[config.mk]
export PLATFORM = sky130hd
export DESIGN_NAME = modular_exponentiation_top_flat
export DESIGN_NICKNAME = d
export VERILOG_FILES = /design/src/sv/mexp_pkg.sv /design/src/sv/mexp_if.sv /design/src/sv/modular_exponentiation_top.sv /design/src/sv/mexp_dp.sv /design/src/sv/mexp_ctrl.sv /design/src/flat_wrapper.sv
export SDC_FILE = /design/constraint.sdc
export NUM_CORES = 1
export LEC_CHECK = 0
export BUFFER_PORTS_ARGS = -buffer_cell sky130_fd_sc_hd__clkbuf_2
export CAP_MARGIN = 25
export CORE_AREA = 2 2 183 185
export CTS_CLUSTER_SIZE = 30
export DETAILED_ROUTE_END_ITERATION = 7
export DIE_AREA = 0 0 185 187
export GPL_TIMING_DRIVEN = 0
export PLACE_DENSITY = 0.59
export SLEW_MARGIN = 20
export SYNTH_ARGS = -nofsm -noshare
export SYNTH_HDL_FRONTEND = slang
export SYNTH_SLANG_ARGS = --single-unit
[constraint.sdc]
create_clock -name clk -period 18.09 [get_ports clk]
set_input_delay 3.618 -clock clk [delete_from_list [all_inputs] [get_ports clk]]
set_output_delay 3.618 -clock clk [all_outputs]
set_load 0.02 [all_outputs]
[src/sv/mexp_pkg.sv]
// Shared constants and control types for the modular exponentiation block.
package mexp_pkg;

  // Default operand width
  localparam int VALUE_BITS_DEF = 20;

  // Configuration register indexes
  localparam int CFG_IDX_BITS = 2;
  localparam logic [CFG_IDX_BITS-1:0] REG_EXPONENT = 2'd0;
  localparam logic [CFG_IDX_BITS-1:0] REG_MODULUS  = 2'd1;

  // Modular multiplier operation: selects operands and destination
  typedef enum logic [1:0] {
    OP_RED = 2'd0,  // base * 1 mod m, reduces the base into range
    OP_MUL = 2'd1,  // acc * sq mod m
    OP_SQR = 2'd2   // sq * sq mod m
  } mm_op_t;

  // Commands from controller to datapath
  typedef struct packed {
    logic   capture;   // latch input word and start the base reduction
    logic   mm_start;  // start a modular multiply
    mm_op_t op;        // operation for mm_start
    logic   out_load;  // move the result into the output register
  } ctrl_cmd_t;

  // Status from datapath to controller
  typedef struct packed {
    logic mm_busy;   // modular multiplier is running
    logic ex_zero;   // no exponent bits left
    logic ex_bit0;   // current exponent bit
  } dp_status_t;

endpackage

[src/sv/mexp_if.sv]
// Valid/ready channel interfaces for input and result words.
interface mexp_in_if #(
  parameter int VALUE_BITS = mexp_pkg::VALUE_BITS_DEF
);
  logic                  valid;
  logic                  ready;
  logic [VALUE_BITS-1:0] base_value;
  logic                  last_in;

  modport source (output valid, output base_value, output last_in, input ready);
  modport sink   (input valid, input base_value, input last_in, output ready);
endinterface

interface mexp_out_if #(
  parameter int VALUE_BITS = mexp_pkg::VALUE_BITS_DEF
);
  logic                  valid;
  logic                  ready;
  logic [VALUE_BITS-1:0] power_result;
  logic                  last_out;

  modport source (output valid, output power_result, output last_out, input ready);
  modport sink   (input valid, input power_result, input last_out, output ready);
endinterface

[src/sv/modular_exponentiation_top.sv]
// Top level of the modular exponentiation block.
// Each input word is raised to the exponent register and reduced modulo the modulus
// register; last_in travels along as last_out. One word is worked on at a time, and a
// finished result waits in an output register while the next word is taken in. All
// arithmetic runs through one bit-serial modular multiplier that handles one multiplier
// bit per cycle. Write the registers only while idle. The modulus register saturates
// at 2 and resets to 2; the exponent resets to 1.
module modular_exponentiation_top #(
  parameter int VALUE_BITS = mexp_pkg::VALUE_BITS_DEF
) (
  input  logic                              clk,
  input  logic                              rst_n,
  input  logic                              cfg_we,
  input  logic [mexp_pkg::CFG_IDX_BITS-1:0] cfg_index,
  input  logic [VALUE_BITS-1:0]             cfg_data,
  mexp_in_if.sink                           in_word,
  mexp_out_if.source                        out_word
);

  mexp_pkg::ctrl_cmd_t  cmd;
  mexp_pkg::dp_status_t status;

  mexp_ctrl u_ctrl (
    .clk       (clk),
    .rst_n     (rst_n),
    .in_valid  (in_word.valid),
    .in_ready  (in_word.ready),
    .out_valid (out_word.valid),
    .out_ready (out_word.ready),
    .status    (status),
    .cmd       (cmd)
  );

  mexp_dp #(
    .VALUE_BITS (VALUE_BITS)
  ) u_dp (
    .clk          (clk),
    .rst_n        (rst_n),
    .cfg_we       (cfg_we),
    .cfg_index    (cfg_index),
    .cfg_data     (cfg_data),
    .base_value   (in_word.base_value),
    .last_in      (in_word.last_in),
    .cmd          (cmd),
    .status       (status),
    .power_result (out_word.power_result),
    .last_out     (out_word.last_out)
  );

endmodule

[src/sv/mexp_dp.sv]
// Datapath: config registers, bit-serial modular multiplier, exponent state, output register.
module mexp_dp #(
  parameter int VALUE_BITS = mexp_pkg::VALUE_BITS_DEF
) (
  input  logic                              clk,
  input  logic                              rst_n,
  input  logic                              cfg_we,
  input  logic [mexp_pkg::CFG_IDX_BITS-1:0] cfg_index,
  input  logic [VALUE_BITS-1:0]             cfg_data,
  input  logic [VALUE_BITS-1:0]             base_value,
  input  logic                              last_in,
  input  mexp_pkg::ctrl_cmd_t               cmd,
  output mexp_pkg::dp_status_t              status,
  output logic [VALUE_BITS-1:0]             power_result,
  output logic                              last_out
);

  localparam int CW = $clog2(VALUE_BITS);
  localparam logic [VALUE_BITS-1:0] ONE = VALUE_BITS'(1);
  localparam logic [VALUE_BITS-1:0] TWO = VALUE_BITS'(2);

  // Configuration
  logic [VALUE_BITS-1:0] exp_r;
  logic [VALUE_BITS-1:0] mod_r;

  // Exponentiation state
  logic [VALUE_BITS-1:0] ex_r;
  logic [VALUE_BITS-1:0] acc_r;
  logic [VALUE_BITS-1:0] sq_r;
  logic                  last_r;

  // Modular multiplier state
  logic                  mm_busy_r;
  mexp_pkg::mm_op_t      mm_op_r;
  logic [VALUE_BITS-1:0] mm_a_r;
  logic [VALUE_BITS-1:0] mm_b_r;
  logic [VALUE_BITS-1:0] mm_acc_r;
  logic [CW-1:0]         mm_cnt_r;

  // Output register
  logic [VALUE_BITS-1:0] res_r;
  logic                  last_out_r;

  logic [VALUE_BITS:0]   mod_w;
  logic [VALUE_BITS:0]   dbl;
  logic [VALUE_BITS:0]   dbl_red;
  logic [VALUE_BITS:0]   sum;
  logic [VALUE_BITS:0]   sum_red;
  logic [VALUE_BITS-1:0] mm_acc_nxt;
  logic                  mm_last;

  // One multiplier bit: acc = 2*acc mod m, then add a mod m if the b bit is set
  always_comb begin
    mod_w   = {1'b0, mod_r};
    dbl     = {mm_acc_r, 1'b0};
    dbl_red = (dbl >= mod_w) ? (dbl - mod_w) : dbl;
    sum     = dbl_red + {1'b0, mm_a_r};
    sum_red = (sum >= mod_w) ? (sum - mod_w) : sum;
    if (mm_b_r[VALUE_BITS-1]) begin
      mm_acc_nxt = sum_red[VALUE_BITS-1:0];
    end else begin
      mm_acc_nxt = dbl_red[VALUE_BITS-1:0];
    end
    mm_last = (mm_cnt_r == '0);
  end

  // Config writes; modulus saturates at two
  always_ff @(posedge clk) begin
    if (!rst_n) begin
      exp_r <= ONE;
      mod_r <= TWO;
    end else if (cfg_we) begin
      case (cfg_index)
        mexp_pkg::REG_EXPONENT: exp_r <= cfg_data;
        mexp_pkg::REG_MODULUS:  mod_r <= (cfg_data < TWO) ? TWO : cfg_data;
        default: ;
      endcase
    end
  end

  // Multiplier sequencing
  always_ff @(posedge clk) begin
    if (!rst_n) begin
      mm_busy_r <= 1'b0;
    end else if (cmd.capture || cmd.mm_start) begin
      mm_busy_r <= 1'b1;
    end else if (mm_busy_r && mm_last) begin
      mm_busy_r <= 1'b0;
    end
  end

  // Multiplier operands and partial product
  always_ff @(posedge clk) begin
    if (cmd.capture) begin
      mm_op_r  <= mexp_pkg::OP_RED;
      mm_a_r   <= ONE;
      mm_b_r   <= base_value;
      mm_acc_r <= '0;
      mm_cnt_r <= CW'(VALUE_BITS - 1);
    end else if (cmd.mm_start) begin
      mm_op_r  <= cmd.op;
      mm_a_r   <= (cmd.op == mexp_pkg::OP_MUL) ? acc_r : sq_r;
      mm_b_r   <= sq_r;
      mm_acc_r <= '0;
      mm_cnt_r <= CW'(VALUE_BITS - 1);
    end else if (mm_busy_r) begin
      mm_b_r   <= {mm_b_r[VALUE_BITS-2:0], 1'b0};
      mm_acc_r <= mm_acc_nxt;
      mm_cnt_r <= mm_cnt_r - CW'(1);
    end
  end

  // Exponent state and product writeback
  always_ff @(posedge clk) begin
    if (cmd.capture) begin
      ex_r   <= exp_r;
      acc_r  <= ONE;
      last_r <= last_in;
    end else if (mm_busy_r && mm_last) begin
      case (mm_op_r)
        mexp_pkg::OP_RED: sq_r <= mm_acc_nxt;
        mexp_pkg::OP_MUL: acc_r <= mm_acc_nxt;
        mexp_pkg::OP_SQR: begin
          sq_r <= mm_acc_nxt;
          ex_r <= {1'b0, ex_r[VALUE_BITS-1:1]};
        end
        default: ;
      endcase
    end
  end

  // Output register
  always_ff @(posedge clk) begin
    if (cmd.out_load) begin
      res_r      <= acc_r;
      last_out_r <= last_r;
    end
  end

  assign status.mm_busy = mm_busy_r;
  assign status.ex_zero = (ex_r == '0);
  assign status.ex_bit0 = ex_r[0];
  assign power_result   = res_r;
  assign last_out       = last_out_r;

endmodule

[src/sv/mexp_ctrl.sv]
// Controller: sequences reduction, multiplies and squarings, and runs both handshakes.
module mexp_ctrl (
  input  logic                 clk,
  input  logic                 rst_n,
  input  logic                 in_valid,
  output logic                 in_ready,
  output logic                 out_valid,
  input  logic                 out_ready,
  input  mexp_pkg::dp_status_t status,
  output mexp_pkg::ctrl_cmd_t  cmd
);

  typedef enum logic [5:0] {
    ST_IDLE  = 6'b000001,
    ST_RED   = 6'b000010,
    ST_CHECK = 6'b000100,
    ST_MUL   = 6'b001000,
    ST_SQR   = 6'b010000,
    ST_FIN   = 6'b100000
  } state_t;

  state_t state_r, state_nxt;
  logic   out_valid_r, out_valid_nxt;
  logic   out_free;

  assign out_free = !out_valid_r || out_ready;
  assign in_ready = (state_r == ST_IDLE);

  // Next state and commands
  always_comb begin
    state_nxt    = state_r;
    cmd.capture  = 1'b0;
    cmd.mm_start = 1'b0;
    cmd.op       = mexp_pkg::OP_SQR;
    cmd.out_load = 1'b0;
    case (state_r)
      ST_IDLE: begin
        if (in_valid) begin
          cmd.capture = 1'b1;
          state_nxt   = ST_RED;
        end
      end
      ST_RED: begin
        if (!status.mm_busy) state_nxt = ST_CHECK;
      end
      ST_CHECK: begin
        if (status.ex_zero) begin
          state_nxt = ST_FIN;
        end else if (status.ex_bit0) begin
          cmd.mm_start = 1'b1;
          cmd.op       = mexp_pkg::OP_MUL;
          state_nxt    = ST_MUL;
        end else begin
          cmd.mm_start = 1'b1;
          state_nxt    = ST_SQR;
        end
      end
      ST_MUL: begin
        // multiply done: square next
        if (!status.mm_busy) begin
          cmd.mm_start = 1'b1;
          state_nxt    = ST_SQR;
        end
      end
      ST_SQR: begin
        if (!status.mm_busy) state_nxt = ST_CHECK;
      end
      ST_FIN: begin
        if (out_free) begin
          cmd.out_load = 1'b1;
          state_nxt    = ST_IDLE;
        end
      end
      default: state_nxt = ST_IDLE;
    endcase
  end

  // Output word valid flag
  always_comb begin
    out_valid_nxt = out_valid_r;
    if (cmd.out_load) begin
      out_valid_nxt = 1'b1;
    end else if (out_ready) begin
      out_valid_nxt = 1'b0;
    end
  end

  always_ff @(posedge clk) begin
    if (!rst_n) begin
      state_r     <= ST_IDLE;
      out_valid_r <= 1'b0;
    end else begin
      state_r     <= state_nxt;
      out_valid_r <= out_valid_nxt;
    end
  end

  assign out_valid = out_valid_r;

endmodule

[src/flat_wrapper.sv]
// flat-port wrapper written by rule: the top's interface ports become plain ports
module modular_exponentiation_top_flat 
#(
  parameter int VALUE_BITS = mexp_pkg::VALUE_BITS_DEF
)
  (clk, rst_n, cfg_we, cfg_index, cfg_data, in_word_valid, in_word_base_value, in_word_last_in, in_word_ready, out_word_valid, out_word_power_result, out_word_last_out, out_word_ready);
  mexp_in_if #(.VALUE_BITS(VALUE_BITS)) in_word_i ();
  mexp_out_if #(.VALUE_BITS(VALUE_BITS)) out_word_i ();
  input  logic clk;
  input  logic rst_n;
  input  logic cfg_we;
  input  logic [mexp_pkg::CFG_IDX_BITS-1:0] cfg_index;
  input  logic [VALUE_BITS-1:0] cfg_data;
  input wire logic [$bits(in_word_i.valid)-1:0] in_word_valid;
  input wire logic [$bits(in_word_i.base_value)-1:0] in_word_base_value;
  input wire logic [$bits(in_word_i.last_in)-1:0] in_word_last_in;
  output wire logic [$bits(in_word_i.ready)-1:0] in_word_ready;
  output wire logic [$bits(out_word_i.valid)-1:0] out_word_valid;
  output wire logic [$bits(out_word_i.power_result)-1:0] out_word_power_result;
  output wire logic [$bits(out_word_i.last_out)-1:0] out_word_last_out;
  input wire logic [$bits(out_word_i.ready)-1:0] out_word_ready;
  assign in_word_i.valid = in_word_valid;
  assign in_word_i.base_value = in_word_base_value;
  assign in_word_i.last_in = in_word_last_in;
  assign in_word_ready = in_word_i.ready;
  assign out_word_valid = out_word_i.valid;
  assign out_word_power_result = out_word_i.power_result;
  assign out_word_last_out = out_word_i.last_out;
  assign out_word_i.ready = out_word_ready;
  modular_exponentiation_top #(.VALUE_BITS(VALUE_BITS)) u_core (.clk(clk), .rst_n(rst_n), .cfg_we(cfg_we), .cfg_index(cfg_index), .cfg_data(cfg_data), .in_word(in_word_i), .out_word(out_word_i));
endmodule
* Word level (Yosys, flattened, before mapping) *
Index checks and enable logic that the tools add are counted.

operators by class
  shift operators = 0
  add/sub/neg operators = 4
  order comparisons = 3
  div/mod/pow operators = 0
  bitwise operators = 1
  multipliers = 0
  muxes and demuxes = 31
  equal/unequal tests = 14
  reduce and logical (&&, ||, !) cells = 22

operators with widths
  cell                                                                            count
  20-bit 2-to-1 mux                                                               10
  21-bit by 20-bit greater-or-equal comparator with 1-bit output                  2
  6-bit 2-to-1 mux                                                                5
  6-bit one-hot mux with 5 select lines                                           1
  21-bit by 20-bit adder with 21-bit output                                       1
  21-bit 2-to-1 mux                                                               1
  21-bit by 20-bit subtractor with 21-bit output                                  1
  20-bit logical NOT                                                              1
  20-bit by 2-bit less-than comparator with 1-bit output (second input constant)  1
  20-bit subtractor                                                               1
  1-bit 2-to-1 mux                                                                9
  2-bit inequality test (second input constant)                                   4
  2-bit AND reduction                                                             4
  2-bit nonzero test                                                              4
  2-bit by 1-bit equality test with 1-bit output (second input constant)          3
  6-bit by 1-bit equality test with 1-bit output (second input constant)          1
  6-bit by 2-bit equality test with 1-bit output (second input constant)          1
  6-bit by 3-bit equality test with 1-bit output (second input constant)          1
  6-bit by 4-bit equality test with 1-bit output (second input constant)          1
  6-bit by 5-bit equality test with 1-bit output (second input constant)          1
  6-bit equality test (second input constant)                                     1
  2-bit OR reduction                                                              3
  5-bit logical NOT                                                               1
  5-bit 2-to-1 mux                                                                1
  13 further kinds                                                                16

storage, ports and cells
  bits in latches = 0
  memories kept = 0
  register bits = 197
  word-level logic and storage cells = 91
  RAM bits = 0
  output and inout bits = 23
  bits in read-only memories = 0

* Logic depth before layout (Yosys ltp) *
  word-level depth = 6
  gate-level depth with buffers = 33
  depth with buffers taken out = 30

* Cells and area by module *
Synthesis repeated with hierarchy kept, for this count alone.

unflattened totals
  cell total of the unflattened synthesis = 1,234
  area, all modules = 11,680.0 um^2

modules (own cells, without submodules)
  module     area each (um^2)  sequential area each (um^2)  cells each  times used
  mexp_dp    11,228.3          4,624.4                      1,183       1
  mexp_ctrl  451.7             140.1                        51          1

* Worst setup path before layout *
Ideal clock, no wire load.

  path type = register to register
  start = register u_core.u_dp.mod_r[1]
  end = register u_core.u_dp.sq_r[3], data pin
  setup slack = 11.671 ns
  arrival time = 6.149 ns
  path buffers = 4
  library setup time = 0.270 ns
  cell stages (with the launch flop) = 30
  path through = dfxtp_1 inv_1 ha_1 nor2b_1 o31a_1 a21o_1 o21ai_0 and2_1 buf_2 buf_1 mux2_2 ha_1 o21a_1 o31ai_1 a211oi_2 o31a_1 or2_2 o31ai_1 xnor2_1 ha_1 nand4_1 nor4_1 a2111o_1 a311o_1 a31o_1 buf_6 buf_6 o21ai_1 a21boi_0 a21oi_1

between the ends
  word-level cells in the longest chain between the ends = 6
  elaborated cells between the ends (all ways) = 8
  those cells by class = 3 x add/sub; 2 x order compare; 3 x mux

RTL lines
  what                                                                                                                              line            text
  start, declared                                                                                                                   mexp_dp.sv:24   logic [VALUE_BITS-1:0] mod_r;
  start signal, assigned                                                                                                            mexp_dp.sv:75   mexp_pkg::REG_MODULUS: mod_r <= (cfg_data < TWO) ? TWO : cfg_data;
  21-bit by 20-bit subtractor with 21-bit output or 21-bit by 20-bit greater-or-equal comparator with 1-bit output (tied branches)  mexp_dp.sv:56   dbl_red = (dbl >= mod_w) ? (dbl - mod_w) : dbl;
  21-bit 2-to-1 mux                                                                                                                 mexp_dp.sv:56
  21-bit by 20-bit adder with 21-bit output                                                                                         mexp_dp.sv:57   sum = dbl_red + {1'b0, mm_a_r};
  20-bit subtractor or 21-bit by 20-bit greater-or-equal comparator with 1-bit output (tied branches)                               mexp_dp.sv:58   sum_red = (sum >= mod_w) ? (sum - mod_w) : sum;
  20-bit 2-to-1 mux                                                                                                                 mexp_dp.sv:58
  20-bit 2-to-1 mux *                                                                                                               mexp_dp.sv:59   if (mm_b_r[VALUE_BITS-1]) begin
  named net u_core.u_dp.mm_acc_nxt[3]                                                                                               mexp_dp.sv:49   logic [VALUE_BITS-1:0] mm_acc_nxt;
  end signal, assigned                                                                                                              mexp_dp.sv:121  mexp_pkg::OP_RED: sq_r <= mm_acc_nxt;
  end signal, assigned                                                                                                              mexp_dp.sv:124  sq_r <= mm_acc_nxt;
  end, declared                                                                                                                     mexp_dp.sv:29   logic [VALUE_BITS-1:0] sq_r;

Mark *: on every way through the listed nets, which the timed path passes. The rest lies on a longest branch.
A chain may end at the register's enable or synchronous reset.

* Worst setup path after layout *
  start = register u_core.u_dp.mod_r[5]
  end = register u_core.u_dp.sq_r[7], data pin

Same word-level chain as after synthesis.

==> results.json <==
{
  "cp_data_arrival_time_ns": 8.67,
  "yosysTopAreaCell": "edfxtp_1",
  "cts_buffers": 17,
  "synth-seq-cells": 197,
  "cts_buffer_depth": 2,
  "antenna_found_initial": 0,
  "cp_common_cell": "ha_1",
  "postCtsSetupRepairBufs": 0,
  "syn_nets": 1386,
  "cts_resized": 0,
  "core_area_sq_um": 32900,
  "cts_tree": "done",
  "status": "completed",
  "start_util": 0.345,
  "clk_latency_ns": 0.44,
  "ys_seq_area_frac": 0.420,
  "grt_max_degree": 22,
  "start_kind": "flop",
  "layout_min_cycle_time_ns": 8.52,
  "gp_congestion": 0.921,
  "required_ns": 18.24,
  "hold_viol_final": 0,
  "synth_edf_count": 82,
  "detailroute.via_count": 9814,
  "relSlewSlack": 0.314,
  "vias_per_cell": 5.37,
  "post-route-drc-count": 0,
  "area_growth_pct": 13.3,
  "synth_mux_area_frac": 0.0234,
  "dp_hpwl_um": 27800,
  "final_nets": 1476,
  "die_w_um": 185,
  "worstHoldPathType": "reg2reg",
  "place_ws_ns": 9.86,
  "crit_slowest_cell": "o31ai_1",
  "routed_wl_um": 34600,
  "wl_per_cell_um": 18.9,
  "synth_top_family_by_area": "compound AO/OA/AOI/OAI gates",
  "drive_gt1_frac": 0.0988,
  "die_h_um": 187,
  "io_pins": 71,
  "yosysWarnings": 0,
  "grtUsageTotal": 0.202,
  "synth.area.top_cells": "edfxtp_1 22%, dfxtp_1 20%, nand2_1 7.6%, ha_1 6.7%, a21boi_0 3.1%",
  "crit_path_max_fanout": 10,
  "synth.most_common_cell": "nand2_1",
  "grt_pass1_wl_um": 53800,
  "rsz0062_at_grt": "false",
  "setup_viol": 0,
  "ys_top_cells_by_count": "229 x nand2_1, 115 x dfxtp_1, 94 x nor2_1",
  "fin_util": 0.391,
  "rows": 67,
  "synth-simple-area-share": 0.173,
  "path_clk_slew_ns": 0.07,
  "maxCapViolCount": 0,
  "synth-compound-area-share": 0.228,
  "htree_num_levels": 4,
  "cts_hold_repair.buffers": 0,
  "grt_remaining_overflow": 0,
  "layout_setup_ws_ns": 9.57,
  "fin_worst_skew_ns": 0.0112,
  "slowest_delay_ns": 0.79,
  "drtIter0Drc": 739,
  "io_buffers": 69,
  "ys_types": 78,
  "period_share": 0.471,
  "drt_pre_antenna_iters": 5,
  "die_area_sq_um": 34600,
  "finalMaxSlewViolations": 0,
  "cts_root_buf": "clkbuf_16",
  "synth-async-reset-ratio": 0,
  "fmax_ghz": 0.117,
  "synth_xor_area_frac": 0.0433,
  "synthFlopType": "dfxtp_1",
  "yosys.area.top_type_share": 0.217,
  "grt_pass1_vias": 9510,
  "netlist_area_sq_um": 11300,
  "synth_fa_ha_area_frac": 0.0727,
  "tightestPinTransition_ns": 1.03,
  "path_class": "reg2reg",
  "finalSetupTns_ns": 0,
  "syn_inst": 1274,
  "antenna_left": 0,
  "clock_sinks": 197,
  "cp-end-kind": "flop",
  "syn_avg_cell_area_sq_um": 8.89
}
[path summary, 6_finish.rpt]
check / from / endpoint / slack [ns] / cells past startpoint
worst min register to register: u_core.u_dp.last_r / u_core.u_dp.last_out / 0.42 / 0
worst min-delay path: u_core.u_dp.last_r / u_core.u_dp.last_out / 0.42 / 0
worst max register to register: u_core.u_dp.mod_r[5] / u_core.u_dp.sq_r[7] / 9.57 / 30
worst max-delay path: u_core.u_dp.mod_r[5] / u_core.u_dp.sq_r[7] / 9.57 / 30
[area by class of cell]
type	count	area (sq um)
Fill cell	3372	20000
Multi-Input combinational cell	968	6140
Sequential cell	197	4760
Tap cell	448	561
Clock buffer	20	447
Timing Repair Buffer	71	360
Buffer	61	263
Inverter	48	180
Clock inverter	12	120
Antenna cell	1	2.50
[layout by cell type (no fill, tap or decap), types with 5 or more instances in the layout]
master,netlist,layout
nand3b_1,8,8
buf_1,6,6
a311oi_1,7,7
ha_1,61,61
and3_1,7,7
nand3_1,20,20
o21bai_1,5,5
edfxtp_1,82,82
inv_1,46,46
a211oi_1,36,36
xor2_1,18,18
clkbuf_2,1,70
nand2b_1,7,7
a21boi_0,47,47
and2_1,9,9
clkbuf_16,0,17
o211ai_1,9,9
o31ai_1,9,9
nor3_1,17,15
a21oi_1,64,64
o22ai_1,15,15
xnor2_1,33,33
a31oi_1,32,32
o21a_1,12,12
o21ai_0,55,55
a21o_1,23,23
dfxtp_1,115,115
nor4_1,14,14
mux2i_1,22,22
clkbuf_1,47,49
nand2_1,229,229
nor2b_1,7,6
nand4_1,9,9
a22oi_1,9,9
o21ai_1,15,15
a22o_1,6,6
nor2_1,94,94
a32o_1,5,5
[registers in the layout, indices dropped and copies added, names as in the netlist, 2 cells and up]
name,count
u_core.u_dp.power_result,20
u_core.u_dp.mm_op_r,2
u_core.u_dp.mm_cnt_r,5
u_core.u_dp.ex_r,20
u_core.u_dp.mm_b_r,20
u_core.u_dp.mod_r,20
u_core.u_dp.sq_r,20
u_core.u_dp.mm_a_r,20
u_core.u_dp.acc_r,20
u_core.u_ctrl.state_r,6
u_core.u_dp.mm_acc_r,20
u_core.u_dp.exp_r,20
[metal layers]
layer  wire length (um)  vias up  global-route usage
met5                  0        -                   0
met4                614        0              0.0531
met3               1840       43              0.0317
met2              16000      291               0.333
met1              16100     4659               0.276
li1                   -     4821                   -
[stage by stage]
stage	std cells	area (sq um)	hold slack [ns]
floorplan	1274	11300	0.400
global placement	1791	12200	0.406
detailed placement	1793	12300	0.415
CTS	1825	12800	0.428
global route	1825	12800	0.430
finish	1826	12800	0.420
[cells by family (layout without fill, tap and decap cells)]
kind of cell | after synthesis | count (layout)
simple gates | 443 | 443
compound gates | 383 | 383
buf+inv | 109 | 212
mux | 25 | 25
fa+ha+maj | 64 | 64
other cells | 0 | 1
xor+xnor | 53 | 53
flops | 197 | 197
[critical path, delay by kind of cell (launching register included)]
family,cells,cell delay [ns]
and+or+nand+nor,8,1.50
adders and majority gates,3,0.98
AOI/OAI and AO/OA,12,3.76
DFF,1,0.34
buffers and inverters,6,1.19
xor gates and xnor gates,1,0.46
Power is left out: the tool's default activity adds up to more than one toggle a clock period on the data nets, which glitch-free logic cannot reach.
